[config.mk]
export PLATFORM = sky130hd
export DESIGN_NAME = bpa_controller
export DESIGN_NICKNAME = d
export VERILOG_FILES = /design/src/hw/rtl/bpa_pkg.sv /design/src/hw/rtl/bpa_controller.sv
export SDC_FILE = /design/constraint.sdc
export NUM_CORES = 1
export LEC_CHECK = 0
export BUFFER_PORTS_ARGS = -buffer_cell sky130_fd_sc_hd__buf_2
export CAP_MARGIN = 15
export CORE_MARGIN = 2
export CORE_UTILIZATION = 30
export DETAILED_ROUTE_END_ITERATION = 6
export PLACE_DENSITY = 0.52
export SYNTH_ARGS = -nofsm -noshare
export SYNTH_HDL_FRONTEND = slang
export SYNTH_SLANG_ARGS = --single-unit
[constraint.sdc]
create_clock -name clock -period 1.51 [get_ports clock]
set_input_delay 0 -clock clock [delete_from_list [all_inputs] [get_ports clock]]
set_output_delay 0 -clock clock [all_outputs]
set_load 0.05 [all_outputs]
[src/hw/rtl/bpa_pkg.sv]
package bpa_pkg;

   localparam int KIND_W      = 2;
   localparam int ADDR_W      = 27;
   localparam int COUNT_W     = 16;
   localparam int CFG_W       = 16;
   localparam int WORD_BITS   = 32;
   localparam int WORD_SHIFT  = 5;
   localparam int REQ_TDATA_W = 48;
   localparam int RSP_TDATA_W = 32;

   localparam logic [KIND_W-1:0] KIND_ALLOC   = 2'd0;
   localparam logic [KIND_W-1:0] KIND_FREE    = 2'd1;
   localparam logic [KIND_W-1:0] KIND_RESERVE = 2'd2;

   localparam logic [CFG_W-1:0] PAGES_PRESENT_RESET = 16'd32768;

   typedef struct packed {
      logic clear;
      logic load;
      logic scan_init;
      logic scan;
      logic mark_init;
      logic mark_rd;
      logic mark_wr;
      logic oom;
      logic finish;
   } ctl_cmd_type;

   typedef struct packed {
      logic              clear_last;
      logic [KIND_W-1:0] kind;
      logic              alloc_none;
      logic              mark_empty;
      logic              found;
      logic              fail;
      logic              mark_last;
      logic              rsp_busy;
   } dp_stat_type;

endpackage

[src/hw/rtl/bpa_controller.sv]
module bpa_controller (
   input  logic                 clock,
   input  logic                 reset,
   input  logic                 req_tvalid,
   output logic                 req_tready,
   input  bpa_pkg::dp_stat_type st,
   output bpa_pkg::ctl_cmd_type cmd
);
   import bpa_pkg::*;

   typedef enum logic [6:0] {
      ST_INIT    = 7'b0000001,
      ST_IDLE    = 7'b0000010,
      ST_DECODE  = 7'b0000100,
      ST_SCAN    = 7'b0001000,
      ST_MARK_RD = 7'b0010000,
      ST_MARK_WR = 7'b0100000,
      ST_FINISH  = 7'b1000000
   } state_type;

   state_type state_ff, state_in;

   always_comb begin
      state_in   = state_ff;
      cmd        = '0;
      req_tready = 1'b0;
      case (state_ff)
         ST_INIT: begin
            cmd.clear = 1'b1;
            if (st.clear_last) begin
               state_in = ST_IDLE;
            end
         end
         ST_IDLE: begin
            req_tready = 1'b1;
            if (req_tvalid) begin
               cmd.load = 1'b1;
               state_in = ST_DECODE;
            end
         end
         ST_DECODE: begin
            case (st.kind)
               KIND_ALLOC: begin
                  if (st.alloc_none) begin
                     cmd.oom  = 1'b1;
                     state_in = ST_FINISH;
                  end else begin
                     cmd.scan_init = 1'b1;
                     state_in      = ST_SCAN;
                  end
               end
               KIND_FREE, KIND_RESERVE: begin
                  if (st.mark_empty) begin
                     state_in = ST_FINISH;
                  end else begin
                     cmd.mark_init = 1'b1;
                     state_in      = ST_MARK_RD;
                  end
               end
               default: begin
                  state_in = ST_FINISH;
               end
            endcase
         end
         ST_SCAN: begin
            cmd.scan = 1'b1;
            if (st.found) begin
               state_in = ST_MARK_RD;
            end else if (st.fail) begin
               cmd.oom  = 1'b1;
               state_in = ST_FINISH;
            end
         end
         ST_MARK_RD: begin
            cmd.mark_rd = 1'b1;
            state_in    = ST_MARK_WR;
         end
         ST_MARK_WR: begin
            cmd.mark_wr = 1'b1;
            state_in    = st.mark_last ? ST_FINISH : ST_MARK_RD;
         end
         ST_FINISH: begin
            if (!st.rsp_busy) begin
               cmd.finish = 1'b1;
               state_in   = ST_IDLE;
            end
         end
         default: begin
            state_in = ST_INIT;
         end
      endcase
   end

   always_ff @(posedge clock) begin
      if (reset) begin
         state_ff <= ST_INIT;
      end else begin
         state_ff <= state_in;
      end
   end

   a_accept_decode: assert property (@(posedge clock) disable iff (reset)
      (req_tvalid && req_tready) |=> (state_ff == ST_DECODE))
      else $error("accepted item not decoded");

   a_found_marks: assert property (@(posedge clock) disable iff (reset)
      (state_ff == ST_SCAN && st.found) |=> (state_ff == ST_MARK_RD))
      else $error("found run not marked");

endmodule

==> metrics.md <==
| Metric | Value |
|---|---|
| Status | `finished with violations` |
| Failing checks | `setup timing` |
| Final period util | `108%` |
| Post-synthesis sequential area ratio | `22.0%` |
| I/O Buffers | `21` |
| Global-route wire length before repair | `between 3000 and 4000 µm` |
| DRC | `0` |
| Relative slew slack | `76.4%` |
| Routed Antenna Nets | `0` |
| DRC marker count from the first detailed-route iteration | `14` |
| Fmax | `612 MHz` |
| VDD IR-drop max | `396 µV` |
| Share of layout cells above drive strength 1 | `59.0%` |
| Detailed Place HPWL | `1450 µm` |
| CP Launch Type | `flop` |
| Worst endpoint required time | `about 1500 ps` |
| Mean Syn Cell Area | `7.86 µm²` |
| Clock slew at reported path FFs | `60 ps` |
| Maximum number of pins on one net before global-route repair | `11` |
| Final setup fails | `9` |
| Largest register by flop count | `state_ff` |
| Syn Inst Count | `81` |
| Final nets | `~140` |
| Diode count | `0` |
| Clock skew | `around 5 ps` |
| Clk buf depth | `2` |
| Final hold vios | `0` |
| Via-per-instance ratio | `between 5 and 6` |
| Worst slew pin tran | `about 350 ps` |
| Worst min-delay path class | `in2reg` |
| Synth warn | `0` |
| # clock sinks | `7` |
| Grt total ovfl | `0` |
| Syn Std Cell Area | `637 µm²` |
| Die ar. | `2510 µm²` |
| Main synth FF type | `dfxtp_1` |
| MaxCap Viol Count | `0` |
| Max reg flops | `7` |
| Yosys cell types | `40` |
| Die height | `50.1 µm` |
| Worst setup margin | `-124 ps` |
| Core Util, Final | `57.4%` |
| Crit path max fanout | `4` |
| Arr. time, crit path | `1630 ps` |
| Area grow syn2layout | `78.6%` |
| Num rows | `16` |
| Worst setup EP type | `output port` |
| H-Tree Depth | `1` |
| Post-synth EDFFs | `0` |
| Setup TNS | `-532 ps` |
| Final Critical Period | `roughly 1600 ps` |
| Cells after DPL | `around 140` |
| DR vias | `approximately 780` |
| Core area | `slightly below 2000 µm²` |
| All-Layer GR Usage | `16.6%` |
| #FFs+latches synth | `7` |
| Post-route design area | `1140 µm²` |
| Initial Util | `between 30% and 40%` |
| Initial antenna violation count | `0` |
| Clock root cell | `clkbuf_4` |
| Hold bufs inserted after CTS | `0` |
| Layout Cells excl Fill | `149` |
| DIE WIDTH | `50.1 µm` |
| CP Cell Sequence | `or4b_4 -> nor2_4 -> a32oi_2 -> nor2_4 -> buf_8` |
| Placed cell areas | `a little over 900 µm²` |
| Max Slew Vio Count | `0` |
| GP Congestion | `0.779` |
| # IOs | `22` |
| TritonCTS buffer count | `3` |
| Biggest regs | `state_ff (7)` |
| Top delay family on crit path | `simple AND/OR/NAND/NOR gates` |
| Leak pwr | `0.519 nW` |
| First-pass iteration count of the detailed router | `4` |
| Synth Net Count | `95` |
| Routed Wire Length | `between 1500 and 2000 µm` |
| WL per Instance | `12.6 µm` |
| Worst-skew pair later-pin latency | `250 ps` |
| Slowest cell delay on critical path | `570 ps` |
| Asr flop ratio synth | `0%` |
| RSZ-0062 raised after global routing | `true` |
| Setup CP Type | `reg2out` |
| Slowest CP cell | `or4b_4` |
| CP Buf/Inv Count | `1` |
| CTS tree | `done` |
| Vias in the first global route | `769` |
| Critical path's most frequent cell | `nor2_4` |
| PwrDens | `639 nW/µm²` |
==> layout make-up <==
cell class | instances | area (µm²)
fill | 186 | 845
inverter | 7 | 26.3
sequential | 7 | 150
tap | 27 | 33.8
clock buffer | 4 | 26.3
timing repair buffer | 42 | 332
multi-input combinational | 62 | 569
==> cells in the mapped netlist, drive strengths merged, types with 2 or more instances <==
library cell / n / area share [%]
inv: 7 / 4.1
o21ai: 3 / 2.4
nor4: 4 / 4.9
buf: 4 / 4.1
and3: 2 / 2.0
and2: 2 / 2.0
or3b: 2 / 2.8
nand4: 2 / 2.0
nand2: 4 / 2.4
nor4b: 2 / 2.8
dfxtp: 7 / 22
or3: 2 / 2.8
ha: 2 / 3.9
nor2: 9 / 5.3
nor3: 6 / 4.7
nor2b: 3 / 2.9
==> routing by layer <==
layer	wire (µm)	vias up	global-route usage, %
li1	-	388	-
met1	789	369	19.0
met2	996	17	29.6
met3	54	4	2.12
met4	35	0	8.33
met5	0	-	0
==> kinds of logic after synthesis <==
family	after synthesis	share of synthesized area (%)
compound gates	16	22.2
xor+xnor	1	1.38
fa+ha+maj	2	3.93
buf+inv	12	8.84
flops	7	22.0
simple gates	43	41.7
==> worst paths after layout <==
check,slack (ps),cells past startpoint,endpoint,from
setup / recovery,-120,5,cmd[1],state_ff[4]$_SDFFE_PP0P_
hold / removal,20,2,state_ff[2]$_SDFFE_PP0P_,req_tvalid
setup reg to reg,-70,5,state_ff[6]$_SDFFE_PP0P_,state_ff[4]$_SDFFE_PP0P_
hold reg to reg,690,3,state_ff[1]$_SDFFE_PP0P_,state_ff[2]$_SDFFE_PP0P_
==> placed cells by master, fill, tap and decap left out, types with 3 or more instances in the layout <==
cell type / n
nor2b_1: 3
clkbuf_4: 3
dfxtp_1: 3
nor2_1: 5
nor2_4: 4
buf_4: 18
nor3_1: 3
o21ai_0: 3
buf_6: 9
inv_1: 7
buf_2: 13
==> what timing repair did <==
item	CTS	global route
gates resized for setup	28	19
pin swaps	4	6
setup endpoints to repair	12	12
buffers inserted	2	2
hold endpoints to repair	0	0
==> power breakdown <==
part           internal [mW]  total [mW]  switching (mW)  leakage [nW]
clock network          0.101       0.173          0.0720        0.0150
registers              0.194       0.213          0.0187        0.0588
logic                  0.167       0.340           0.173         0.445
total                  0.463       0.726           0.264         0.519
==> through the flow <==
step,worst slack (ps),power [mW],hold slack (ps)
6_report,-124,0.726,19.2
5_1_grt,-189,0.775,12.0
4_1_cts,-111,0.705,13.3
3_5_place_dp,-34.7,0.484,275
3_3_place_gp,-5.72,0.484,259
2_1_floorplan,-196,0.388,58.8
(Power assumes the default switching activity.)
